<file path="config.mk">
export PLATFORM = sky130hd
export DESIGN_NAME = rsa_modular_exponentiation
export DESIGN_NICKNAME = d
export VERILOG_FILES = /design/src/hdl/rme_pkg.sv /design/src/hdl/rme_cfg.sv /design/src/hdl/rme_modmul.sv /design/src/hdl/rsa_modular_exponentiation.sv
export SDC_FILE = /design/constraint.sdc
export NUM_CORES = 1
export LEC_CHECK = 0
export BUFFER_PORTS_ARGS = -buffer_cell sky130_fd_sc_hd__clkbuf_2
export CAP_MARGIN = 30
export CORE_MARGIN = 2
export CORE_UTILIZATION = 42
export DETAILED_ROUTE_END_ITERATION = 12
export GPL_TIMING_DRIVEN = 0
export PLACE_DENSITY = 0.57
export RECOVER_POWER = 50
export SYNTH_ARGS = -nofsm -noshare
export SYNTH_HDL_FRONTEND = slang
export SYNTH_SLANG_ARGS = --single-unit
export TNS_END_PERCENT = 10
</file>
<file path="constraint.sdc">
create_clock -name clk -period 19.8 [get_ports clk]
set_input_delay 2.97 -clock clk [delete_from_list [all_inputs] [get_ports clk]]
set_output_delay 2.97 -clock clk [all_outputs]
set_load 0.03 [all_outputs]
</file>
<file path="src/hdl/rme_pkg.sv">
package rme_pkg;

  // Fixed field and port widths
  localparam int DATA_WIDTH     = 32;
  localparam int HALF_WIDTH     = 16;
  localparam int CFG_ADDR_WIDTH = 5;
  localparam int CFG_DATA_WIDTH = 64;

  // Register indexes, taken from paddr[4:3]
  typedef enum logic [1:0] {
    REG_MODULUS   = 2'd0,
    REG_PUB_EXP   = 2'd1,
    REG_PRIV_EXP  = 2'd2,
    REG_DIRECTION = 2'd3
  } reg_idx_t;

  // Exponentiation sequencer states
  typedef enum logic [2:0] {
    ST_IDLE,
    ST_REDUCE,
    ST_SQUARE,
    ST_MULT,
    ST_DONE
  } state_t;

  // Status of the modular multiplier
  typedef struct packed {
    logic busy;
    logic done;
  } mm_stat_t;

endpackage

</file>
<file path="src/hdl/rme_cfg.sv">
module rme_cfg #(
  parameter int MOD_WIDTH = 32,
  parameter int EXP_WIDTH = 64
) (
  input  logic                                 clk,
  input  logic                                 rst_n,
  input  logic                                 psel,
  input  logic                                 penable,
  input  logic                                 pwrite,
  input  logic [rme_pkg::CFG_ADDR_WIDTH-1:0]   paddr,
  input  logic [rme_pkg::CFG_DATA_WIDTH-1:0]   pwdata,
  output logic [rme_pkg::CFG_DATA_WIDTH-1:0]   prdata,
  output logic                                 pready,
  output logic [MOD_WIDTH-1:0]                 modulus,
  output logic [EXP_WIDTH-1:0]                 public_exponent,
  output logic [EXP_WIDTH-1:0]                 private_exponent,
  output logic                                 direction
);

  localparam int DW = rme_pkg::CFG_DATA_WIDTH;

  logic [MOD_WIDTH-1:0] modulus_r;
  logic [EXP_WIDTH-1:0] pub_exp_r;
  logic [EXP_WIDTH-1:0] priv_exp_r;
  logic                 dir_r;
  logic                 wr_en;
  rme_pkg::reg_idx_t    reg_idx;

  assign pready  = 1'b1;
  assign wr_en   = psel && penable && pwrite;
  assign reg_idx = rme_pkg::reg_idx_t'(paddr[4:3]);

  // Write registers on the access phase of a write transaction
  always_ff @(posedge clk) begin
    if (!rst_n) begin
      modulus_r  <= '0;
      pub_exp_r  <= '0;
      priv_exp_r <= '0;
      dir_r      <= 1'b0;
    end else if (wr_en) begin
      case (reg_idx)
        rme_pkg::REG_MODULUS:   modulus_r  <= pwdata[MOD_WIDTH-1:0];
        rme_pkg::REG_PUB_EXP:   pub_exp_r  <= pwdata[EXP_WIDTH-1:0];
        rme_pkg::REG_PRIV_EXP:  priv_exp_r <= pwdata[EXP_WIDTH-1:0];
        rme_pkg::REG_DIRECTION: dir_r      <= pwdata[0];
        default: ;
      endcase
    end
  end

  // Read back the addressed register
  always_comb begin
    case (reg_idx)
      rme_pkg::REG_MODULUS:   prdata = DW'(modulus_r);
      rme_pkg::REG_PUB_EXP:   prdata = DW'(pub_exp_r);
      rme_pkg::REG_PRIV_EXP:  prdata = DW'(priv_exp_r);
      rme_pkg::REG_DIRECTION: prdata = DW'(dir_r);
      default:                prdata = '0;
    endcase
  end

  assign modulus          = modulus_r;
  assign public_exponent  = pub_exp_r;
  assign private_exponent = priv_exp_r;
  assign direction        = dir_r;

endmodule

</file>
<file path="src/hdl/rme_modmul.sv">
module rme_modmul #(
  parameter int MOD_WIDTH = 32,
  parameter int Y_WIDTH   = 32
) (
  input  logic                  clk,
  input  logic                  rst_n,
  input  logic                  start,
  input  logic [MOD_WIDTH-1:0]  x,
  input  logic [Y_WIDTH-1:0]    y,
  input  logic [MOD_WIDTH-1:0]  m,
  output logic [MOD_WIDTH-1:0]  p,
  output rme_pkg::mm_stat_t     stat
);

  localparam int CW = $clog2(Y_WIDTH + 1);

  logic [MOD_WIDTH-1:0] acc_r, acc_nxt;
  logic [MOD_WIDTH-1:0] x_r;
  logic [Y_WIDTH-1:0]   y_r;
  logic [CW-1:0]        cnt_r;
  logic                 busy_r;
  logic                 done_r;
  logic [MOD_WIDTH:0]   dbl;
  logic [MOD_WIDTH:0]   dbl_red;
  logic [MOD_WIDTH:0]   sum;
  logic [MOD_WIDTH:0]   sum_red;
  logic [MOD_WIDTH:0]   m_ext;

  // One multiplier bit per cycle while busy: double, reduce, add x if the bit is set, reduce
  always_comb begin
    m_ext   = {1'b0, m};
    dbl     = {acc_r, 1'b0};
    dbl_red = (dbl >= m_ext) ? (dbl - m_ext) : dbl;
    sum     = {1'b0, dbl_red[MOD_WIDTH-1:0]} + {1'b0, x_r};
    sum_red = (sum >= m_ext) ? (sum - m_ext) : sum;
    acc_nxt = y_r[Y_WIDTH-1] ? sum_red[MOD_WIDTH-1:0] : dbl_red[MOD_WIDTH-1:0];
  end

  // Control: bit counter, busy and done pulse
  always_ff @(posedge clk) begin
    if (!rst_n) begin
      busy_r <= 1'b0;
      done_r <= 1'b0;
      cnt_r  <= '0;
    end else begin
      done_r <= 1'b0;
      if (start) begin
        busy_r <= 1'b1;
        cnt_r  <= CW'(Y_WIDTH);
      end else if (busy_r) begin
        cnt_r <= cnt_r - CW'(1);
        if (cnt_r == CW'(1)) begin
          busy_r <= 1'b0;
          done_r <= 1'b1;
        end
      end
    end
  end

  // Datapath: accumulator and multiplier shift register
  always_ff @(posedge clk) begin
    if (start) begin
      acc_r <= '0;
      x_r   <= x;
      y_r   <= y;
    end else if (busy_r) begin
      acc_r <= acc_nxt;
      y_r   <= {y_r[Y_WIDTH-2:0], 1'b0};
    end
  end

  assign p         = acc_r;
  assign stat.busy = busy_r;
  assign stat.done = done_r;

  // Accumulator stays reduced while a product is formed
  a_acc_reduced: assert property (@(posedge clk) disable iff (!rst_n)
    busy_r |-> (acc_r < m))
    else $error("modmul accumulator not below modulus");

  // A new product is never started over a running one
  a_no_restart: assert property (@(posedge clk) disable iff (!rst_n)
    start |-> !busy_r)
    else $error("modmul started while busy");

endmodule

</file>
<file path="src/hdl/rsa_modular_exponentiation.sv">
// Sequence: the base is reduced, then each of the EXP_WIDTH exponent bits takes a square
// and, where the bit is set, a multiply, each a shift-and-add modular product over a
// max(MOD_WIDTH, 32)-bit multiplier operand; a zero modulus skips the multiplier.
// Throughput: one transaction at a time through the single modular multiplier; the next
// input is taken while a finished result waits in the output register.
// Reset: synchronous active-low rst_n clears config registers to zero and empties the block.
module rsa_modular_exponentiation #(
  parameter int MOD_WIDTH = 32,
  parameter int EXP_WIDTH = 64
) (
  input  logic                                clk,
  input  logic                                rst_n,
  input  logic                                in_valid,
  output logic                                in_stall,
  input  logic [rme_pkg::DATA_WIDTH-1:0]      in_data_in,
  input  logic                                in_last_in,
  output logic                                out_valid,
  input  logic                                out_stall,
  output logic [rme_pkg::DATA_WIDTH-1:0]      out_data_out,
  output logic                                out_last_out,
  input  logic                                psel,
  input  logic                                penable,
  input  logic                                pwrite,
  input  logic [rme_pkg::CFG_ADDR_WIDTH-1:0]  paddr,
  input  logic [rme_pkg::CFG_DATA_WIDTH-1:0]  pwdata,
  output logic [rme_pkg::CFG_DATA_WIDTH-1:0]  prdata,
  output logic                                pready
);

  localparam int DW  = rme_pkg::DATA_WIDTH;
  localparam int HW  = rme_pkg::HALF_WIDTH;
  localparam int RW  = (MOD_WIDTH > DW) ? MOD_WIDTH : DW;
  localparam int ECW = $clog2(EXP_WIDTH + 1);

  logic [MOD_WIDTH-1:0] cfg_modulus;
  logic [EXP_WIDTH-1:0] cfg_pub_exp;
  logic [EXP_WIDTH-1:0] cfg_priv_exp;
  logic                 cfg_dir;

  rme_pkg::state_t      state_r, state_nxt;
  logic [MOD_WIDTH-1:0] m_r, m_nxt;
  logic [MOD_WIDTH-1:0] one_val;
  logic [DW-1:0]        word_in;
  logic [DW-1:0]        word_r, word_nxt;
  logic [EXP_WIDTH-1:0] exp_r, exp_nxt;
  logic [ECW-1:0]       cnt_r, cnt_nxt;
  logic [MOD_WIDTH-1:0] acc_r, acc_nxt;
  logic [MOD_WIDTH-1:0] base_r, base_nxt;
  logic [RW-1:0]        res_r, res_nxt;
  logic                 dir_r, dir_nxt;
  logic                 last_r, last_nxt;
  logic                 mul_start_r, mul_start_nxt;
  logic                 out_valid_r, out_valid_nxt;
  logic [DW-1:0]        out_data_r, out_data_nxt;
  logic                 out_last_r, out_last_nxt;
  logic [MOD_WIDTH-1:0] mul_x;
  logic [RW-1:0]        mul_y;
  logic [MOD_WIDTH-1:0] mul_p;
  logic                 out_free;
  rme_pkg::mm_stat_t    mm_stat;

  rme_cfg #(
    .MOD_WIDTH (MOD_WIDTH),
    .EXP_WIDTH (EXP_WIDTH)
  ) u_cfg (
    .clk              (clk),
    .rst_n            (rst_n),
    .psel             (psel),
    .penable          (penable),
    .pwrite           (pwrite),
    .paddr            (paddr),
    .pwdata           (pwdata),
    .prdata           (prdata),
    .pready           (pready),
    .modulus          (cfg_modulus),
    .public_exponent  (cfg_pub_exp),
    .private_exponent (cfg_priv_exp),
    .direction        (cfg_dir)
  );

  rme_modmul #(
    .MOD_WIDTH (MOD_WIDTH),
    .Y_WIDTH   (RW)
  ) u_modmul (
    .clk   (clk),
    .rst_n (rst_n),
    .start (mul_start_r),
    .x     (mul_x),
    .y     (mul_y),
    .m     (m_r),
    .p     (mul_p),
    .stat  (mm_stat)
  );

  // Input word, cut to 16 bits when encrypting
  assign word_in  = cfg_dir ? in_data_in : {{(DW-HW){1'b0}}, in_data_in[HW-1:0]};
  assign one_val  = (m_r == MOD_WIDTH'(1)) ? '0 : MOD_WIDTH'(1);
  assign in_stall = (state_r != rme_pkg::ST_IDLE);
  assign out_free = !out_valid_r || !out_stall;

  // Select multiplier operands for the current step
  always_comb begin
    case (state_r)
      rme_pkg::ST_REDUCE: begin
        mul_x = one_val;
        mul_y = RW'(word_r);
      end
      rme_pkg::ST_MULT: begin
        mul_x = base_r;
        mul_y = RW'(acc_r);
      end
      default: begin
        mul_x = acc_r;
        mul_y = RW'(acc_r);
      end
    endcase
  end

  // Sequence: reduce base, then square and multiply over the exponent bits; a zero modulus goes straight to done
  always_comb begin
    state_nxt     = state_r;
    m_nxt         = m_r;
    word_nxt      = word_r;
    exp_nxt       = exp_r;
    cnt_nxt       = cnt_r;
    acc_nxt       = acc_r;
    base_nxt      = base_r;
    res_nxt       = res_r;
    dir_nxt       = dir_r;
    last_nxt      = last_r;
    mul_start_nxt = 1'b0;
    out_valid_nxt = out_valid_r && out_stall;
    out_data_nxt  = out_data_r;
    out_last_nxt  = out_last_r;
    case (state_r)
      rme_pkg::ST_IDLE: begin
        if (in_valid) begin
          m_nxt    = cfg_modulus;
          word_nxt = word_in;
          dir_nxt  = cfg_dir;
          last_nxt = in_last_in;
          exp_nxt  = cfg_dir ? cfg_priv_exp : cfg_pub_exp;
          if (cfg_modulus == '0) begin
            res_nxt   = RW'(word_in);
            state_nxt = rme_pkg::ST_DONE;
          end else begin
            mul_start_nxt = 1'b1;
            state_nxt     = rme_pkg::ST_REDUCE;
          end
        end
      end
      rme_pkg::ST_REDUCE: begin
        if (mm_stat.done) begin
          base_nxt      = mul_p;
          acc_nxt       = one_val;
          cnt_nxt       = ECW'(EXP_WIDTH);
          mul_start_nxt = 1'b1;
          state_nxt     = rme_pkg::ST_SQUARE;
        end
      end
      rme_pkg::ST_SQUARE: begin
        if (mm_stat.done) begin
          acc_nxt = mul_p;
          if (exp_r[EXP_WIDTH-1]) begin
            mul_start_nxt = 1'b1;
            state_nxt     = rme_pkg::ST_MULT;
          end else begin
            exp_nxt = {exp_r[EXP_WIDTH-2:0], 1'b0};
            cnt_nxt = cnt_r - ECW'(1);
            if (cnt_r == ECW'(1)) begin
              res_nxt   = RW'(mul_p);
              state_nxt = rme_pkg::ST_DONE;
            end else begin
              mul_start_nxt = 1'b1;
            end
          end
        end
      end
      rme_pkg::ST_MULT: begin
        if (mm_stat.done) begin
          acc_nxt = mul_p;
          exp_nxt = {exp_r[EXP_WIDTH-2:0], 1'b0};
          cnt_nxt = cnt_r - ECW'(1);
          if (cnt_r == ECW'(1)) begin
            res_nxt   = RW'(mul_p);
            state_nxt = rme_pkg::ST_DONE;
          end else begin
            mul_start_nxt = 1'b1;
            state_nxt     = rme_pkg::ST_SQUARE;
          end
        end
      end
      rme_pkg::ST_DONE: begin
        if (out_free) begin
          out_valid_nxt = 1'b1;
          out_last_nxt  = last_r;
          out_data_nxt  = dir_r ? {{(DW-HW){1'b0}}, res_r[HW-1:0]} : res_r[DW-1:0];
          state_nxt     = rme_pkg::ST_IDLE;
        end
      end
      default: state_nxt = rme_pkg::ST_IDLE;
    endcase
  end

  // Hold control state
  always_ff @(posedge clk) begin
    if (!rst_n) begin
      state_r     <= rme_pkg::ST_IDLE;
      mul_start_r <= 1'b0;
      out_valid_r <= 1'b0;
    end else begin
      state_r     <= state_nxt;
      mul_start_r <= mul_start_nxt;
      out_valid_r <= out_valid_nxt;
    end
  end

  // Hold payload
  always_ff @(posedge clk) begin
    m_r        <= m_nxt;
    word_r     <= word_nxt;
    exp_r      <= exp_nxt;
    cnt_r      <= cnt_nxt;
    acc_r      <= acc_nxt;
    base_r     <= base_nxt;
    res_r      <= res_nxt;
    dir_r      <= dir_nxt;
    last_r     <= last_nxt;
    out_data_r <= out_data_nxt;
    out_last_r <= out_last_nxt;
  end

  assign out_valid    = out_valid_r;
  assign out_data_out = out_data_r;
  assign out_last_out = out_last_r;

  // Multiplier finishes only during an exponentiation step
  a_done_in_step: assert property (@(posedge clk) disable iff (!rst_n)
    mm_stat.done |-> (state_r == rme_pkg::ST_REDUCE || state_r == rme_pkg::ST_SQUARE ||
                      state_r == rme_pkg::ST_MULT))
    else $error("multiplier done outside an exponentiation step");

  // A finished result waits while the output register is blocked
  a_done_waits: assert property (@(posedge clk) disable iff (!rst_n)
    (state_r == rme_pkg::ST_DONE && out_valid_r && out_stall) |=>
      (state_r == rme_pkg::ST_DONE))
    else $error("result left while output register blocked");

  // Decrypt results carry only the low half word
  a_decrypt_cut: assert property (@(posedge clk) disable iff (!rst_n)
    (state_r == rme_pkg::ST_DONE && dir_r && out_free) |=>
      (out_data_r[DW-1:HW] == '0))
    else $error("decrypt result has upper bits set");

endmodule
</file>
; ---- Yosys cells after proc, flatten, opt, wreduce, memory -nomap -nowiden
; Cells that the tools add are included.
[op_classes]
add_sub_neg = 5
n_lt_le_gt_ge = 2
n_eq_ne = 19
mux = 57
n_bitwise = 2
reduce_logical = 30
[op_table]
columns = operator, count
row1 = 32-bit 2-to-1 mux, 15
row2 = 64-bit 2-to-1 mux, 5
row3 = 64-bit case mux with 4 select lines, 1
row4 = 64-bit case mux with 3 select lines, 1
row5 = 32-bit case mux with 2 select lines, 2
row6 = 32-bit case mux with 3 select lines, 1
row7 = 33-bit by 32-bit >= comparator with 1-bit output, 2
row8 = 32-bit subtractor, 2
row9 = 32-bit by 32-bit adder with 33-bit output, 1
row10 = "32-bit by 1-bit equality test with 1-bit output, second input constant", 1
row11 = 32-bit zero test, 1
row12 = 7-bit 2-to-1 mux, 4
row13 = 3-bit 2-to-1 mux, 9
row14 = 7-bit case mux with 3 select lines, 1
row15 = 3-bit case mux with 5 select lines, 1
row16 = 1-bit 2-to-1 mux, 14
row17 = 2-bit AND reduction, 7
row18 = 6-bit 2-to-1 mux, 2
row19 = 6-bit AND reduction, 2
row20 = 5-bit AND reduction, 2
row21 = 3-bit nonzero test, 3
row22 = "2-bit by 1-bit inequality test with 1-bit output, second input constant", 4
row23 = "2-bit inequality test, second input constant", 4
row24 = "7-bit by 1-bit equality test with 1-bit output, second input constant", 1
row25 = 21 further kinds, 29
[totals]
ff_bits = 536
inputBits = 109
output_inout_bits = 100
wordCells = 142

; ---- Logic depth before layout (Yosys ltp)
[logic_depth]
depth_word = 6
mapped_depth = 37
ltp_nobuf = 32

; ---- By module
; Synthesis repeated with hierarchy kept, for this count alone.
[hier_totals]
cells_unflattened = 2783
area_unflattened_um2 = 29080.4
[by_module_without_submodules]
columns = mod, instances, cells_each, area_per_inst_um2, seq_area_each_um2
row1 = rsa_modular_exponentiation, 1, 835, 11805.1, 8087.8
row2 = rme_modmul, 1, 1204, 10269.8, 2722.6
row3 = rme_cfg, 1, 744, 7005.5, 3223.1

; ---- Worst setup path before layout
; OpenSTA, ideal clock, no wires.
[synth_timing]
path_type = input-to-reg
start = input in_valid
end = register res_r[0], enable pin
setup_ps = 376
arrival_ps = 7314
t_required_ps = 19424
setup_slack_ps = 12110
path_stages = 3
path_buffers = 0
cell_sequence = nand2_1 a22oi_1 o221a_2
[synth_via]
elab_chain_cells = 2
[synth_lines]
columns = item, line
row1 = from (decl), rsa_modular_exponentiation.sv:13  ; input logic in_valid,
row2 = 2-bit inequality test (no source line), -
row3 = 6-bit AND reduction (no source line), -
row4 = to (signal assigned), rsa_modular_exponentiation.sv:226  ; res_r <= res_nxt;
row5 = to (decl), rsa_modular_exponentiation.sv:49  ; logic [RW-1:0] res_r, res_nxt;
; No other way between the ends.
; A chain may end at the register's enable or synchronous reset.

; ---- Worst setup path in the final report
[layout_timing]
start = register m_r[1]
end = register u_modmul.acc_r[23] (netlist: u_modmul.p[23])
[layout_via]
elab_chain_cells = 6
word_cells_on_any_way = 8
classes_between = add/sub: 3 / order compare: 2 / mux: 3
[layout_lines]
columns = item, line
row1 = from (decl), rsa_modular_exponentiation.sv:41  ; logic [MOD_WIDTH-1:0] m_r, m_nxt;
row2 = from (signal assigned), rsa_modular_exponentiation.sv:220  ; m_r <= m_nxt;
row3 = 32-bit subtractor or 33-bit by 32-bit >= comparator with 1-bit output (tied branches), rme_modmul.sv:33  ; dbl_red = (dbl >= m_ext) ? (dbl - m_ext) : dbl;
row4 = 32-bit 2-to-1 mux, rme_modmul.sv:33
row5 = 32-bit by 32-bit adder with 33-bit output, rme_modmul.sv:34  ; sum = {1'b0, dbl_red[MOD_WIDTH-1:0]} + {1'b0, x_r};
row6 = 32-bit subtractor or 33-bit by 32-bit >= comparator with 1-bit output (tied branches), rme_modmul.sv:35  ; sum_red = (sum >= m_ext) ? (sum - m_ext) : sum;
row7 = 32-bit 2-to-1 mux, rme_modmul.sv:35
row8 = 32-bit 2-to-1 mux *, rme_modmul.sv:36  ; acc_nxt = y_r[Y_WIDTH-1] ? sum_red[MOD_WIDTH-1:0] : dbl_red[MOD_WIDTH-1:0];
row9 = to (signal assigned), rme_modmul.sv:67  ; acc_r <= acc_nxt;
row10 = to (decl), rme_modmul.sv:17  ; logic [MOD_WIDTH-1:0] acc_r, acc_nxt;
; Mark *: on every way between the ends. The rest lies on a longest branch, timed or not.

==> metrics.txt <==
WL met3 roughly 5300 um; Die ar. around 0.068 mm2; Worst-path clk slew around 60 ps; PortBufs 201; gr usage total 24.9%; post-synth top area share 35.6%; number of global-route vias before repair around 22,000; worst flop-to-flop path endpoint u_modmul.p[23]$_SDFFE_PP0P_; PD cells 192 mW/mm2; initial antenna violation count 3; Clk pwr share 17.4%; fraction of layout cells with a size suffix above 1 10.8%; Metal-1 WL ~36,000 um; final setup margin about 11,000 ps; Synth warnings 0; Critical Path Max Stage Delay 470 ps; Multi-input gate area 0.0129 mm2; worst hold stages 0; Max Clock Skew 28.2 ps; number of gates resized after cts 0; vias per inst 5.55; Worst R2R Setup Slack 10,780 ps; initial drt markers 1,974; post-synthesis cell type count 83; R2R depth 32; Slew Viols, Final 98; Critical Path AT 9490 ps; Seq cells post-synth between 500 and 600; Clock Latency Late Sink 630 ps; failing checks capacitance limit, slew limit; metal2 WL 42,700 um; postcts setup bufs 0; GRT overflow 0; DP HPWL 66,600 um; Post-DRT Antenna Nets 0; Critical Path Slowest Stage Cell edfxtp_1; Layout Nets 3,325; total CTS buffers 57; WP data required 20,280 ps; core box area 0.0657 mm2; Rows 94; top post-synthesis cells by area edfxtp_1, dfxtp_1, nand2_1; Sum Neg Setup Slack 0 ps; Starting Density 42.4%; H-tree levels 2; Peak VDD IR ~0.00015 V; asr flop ratio synth 0%; Internal Power 3.25 mW; crit start category flop; max-cap violation count 3; RSZ-0062 raised after global routing false; FMAX about 0.11 GHz; filler instances between 6,000 and 7,000; DP Worst Slack 11,010 ps; Placed Area 0.0302 mm2; vias 22,300; Post-synth EDFFs 330; CTS tree yes; Least-Margin Pin Slew 1950 ps; status finished, violations left; Layout area overhead 14.5%; min-delay src last_r$_DFFE_PP_; IO Count ~210; CP dominant cell by count ha_1; Switching Share around 47%; CP max FO 10; commonest cells in the synthesized netlist nand2_1, edfxtp_1, dfxtp_1; register area share after synthesis between 50% and 60%; Die Wd 262 um; Setup crit end kind flop; final hold viol count 0; reg2reg start m_r[1]$_DFFE_PP_; Post-Synthesis Cell Area 0.0279 mm2; DRC 0; Clock Tree Root clkbuf_16; Slew HR -30.2%; Cells after Synth 2,843; Initial DRT Pass Iterations 5; Placer Congestion 0.962; first-pass GRT wire length between 100,000 and 150,000 um; top_reg_cell synth edfxtp_1; hold bufs inserted after CTS 0; Hold WC Path Type reg -> reg; Sequential Area 0.0140 mm2; syn_area_per_cell 9.80 um2; Net Sw Power 2.89 mW; final worst path period need 9020 ps; ant diodes 0; Crit Path Category reg -> reg; combinational power share approximately three fifths; Clock Path Buffers 3; largest net degree at the start of global routing 67; CTS Sinks 536; uppermost routed layer met5; Syn Nets 3,055; leakage 11.8 nW; Hold EP out_last_out$_DFFE_PP_; final period utilization a little under half; Synth area leader edfxtp_1; Final Setup Violations 0; most instantiated library cell after synthesis nand2_1; wire per inst 21.7 um; DIE HEIGHT 262 um; final instance area 0.0319 mm2; Flop pwr share 22.7%; WL final 87,400 um
## registers in the layout, summed over array words and instances, names as in the netlist, 32 cells and up
register                cells
m_r                        32
u_modmul.p                 32
out_data_out               32
u_cfg.public_exponent      64
res_r                      32
acc_r                      32
exp_r                      64
u_modmul.y_r               32
u_cfg.private_exponent     64
u_cfg.modulus              32
word_r                     32
u_modmul.x_r               32
base_r                     32
## how the worst max path moves through the flow
| stage | startpoint | endpoint | slack, ps |
|---|---|---|---|
| floorplan | in_valid | res_r[0]$_DFFE_PP_ | 12110 |
| global placement | in_valid | res_r[8]$_DFFE_PP_ | 9840 |
| detailed placement | m_r[1]$_DFFE_PP_ | u_modmul.p[23]$_SDFFE_PP0P_ | 11010 |
| CTS | m_r[1]$_DFFE_PP_ | u_modmul.p[23]$_SDFFE_PP0P_ | 10970 |
| global route | m_r[1]$_DFFE_PP_ | u_modmul.p[1]$_SDFFE_PP0P_ | 10310 |
| finish | m_r[1]$_DFFE_PP_ | u_modmul.p[23]$_SDFFE_PP0P_ | 10780 |
## cell usage in the layout (no fill, tap or decap), types with 22 or more instances in the layout
master     count
a21boi_0     163
a21o_1        60
a21oi_1      135
a22o_1        38
and2_0        45
clkbuf_1     159
clkbuf_16     59
clkbuf_2     183
dfxtp_1      206
edfxtp_1     330
ha_1         100
inv_1         70
mux2i_1      132
nand2_1      599
nand3_1       22
nor2_1       145
nor2b_1       32
nor3_1        22
nor4_1        24
o211ai_1      24
o21ai_0      195
xnor2_1       65
xor2_1        27
## layer usage
metal  vias to the layer above  global-route usage [%]
li1                      10700                       -
met1                     10700                    30.7
met2                       729                    42.9
met3                       184                    4.65
met4                         6                    9.94
met5                         -                       0
## layout make-up
type | instances | share of cell area (%)
inverters | 71 | 0.843
multi-input cells | 2078 | 40.5
plain buffers | 158 | 1.99
clock inverters | 45 | 1.15
repair buffers | 211 | 3.43
clock buffers | 63 | 4.70
flip-flops and latches | 536 | 44.0
well taps | 864 | 3.39
## metrics by stage
step | power [mW] | instances | util, % | hold WS, ps
after floorplan | 3.96 | 2843 | - | 400
after global placement | 5.00 | 3908 | 45.6 | 402
after detailed placement | 5.02 | 3918 | 45.9 | 406
after CTS | 6.11 | 4026 | 48.7 | 420
after global routing | 6.50 | 4026 | 48.6 | 418
final | 6.14 | 4026 | 48.6 | 418
## power groups by stage
stage	combinational (mW)	sequential, mW	clock [mW]
after floorplan	2.58	1.38	0
after global placement	3.58	1.42	0
after detailed placement	3.60	1.42	0
after CTS	3.63	1.39	1.09
after global routing	3.97	1.40	1.13
final	3.68	1.39	1.07
## critical path, delay by kind of cell (launching register included)
family          cells  cell delay (ps)
compound gates     18             4490
buf+inv             5             1370
fa+ha+maj           3              960
simple gates        4              720
flops               1              470
xor+xnor            1              440
mux                 1              370
## cells by family (layout without fill, tap and decap cells)
kind of cell	Yosys count	in the layout	synth area share [%]
xor+xnor	92	92	2.89
simple gates	955	955	14.7
mux	158	158	5.86
buf+inv	229	548	3.23
compound gates	769	769	18.3
flops	536	536	50.4
fa+ha+maj	103	103	4.71
other cells	1	1	0.0135
Note: power is estimated with default switching activity, not from simulation.
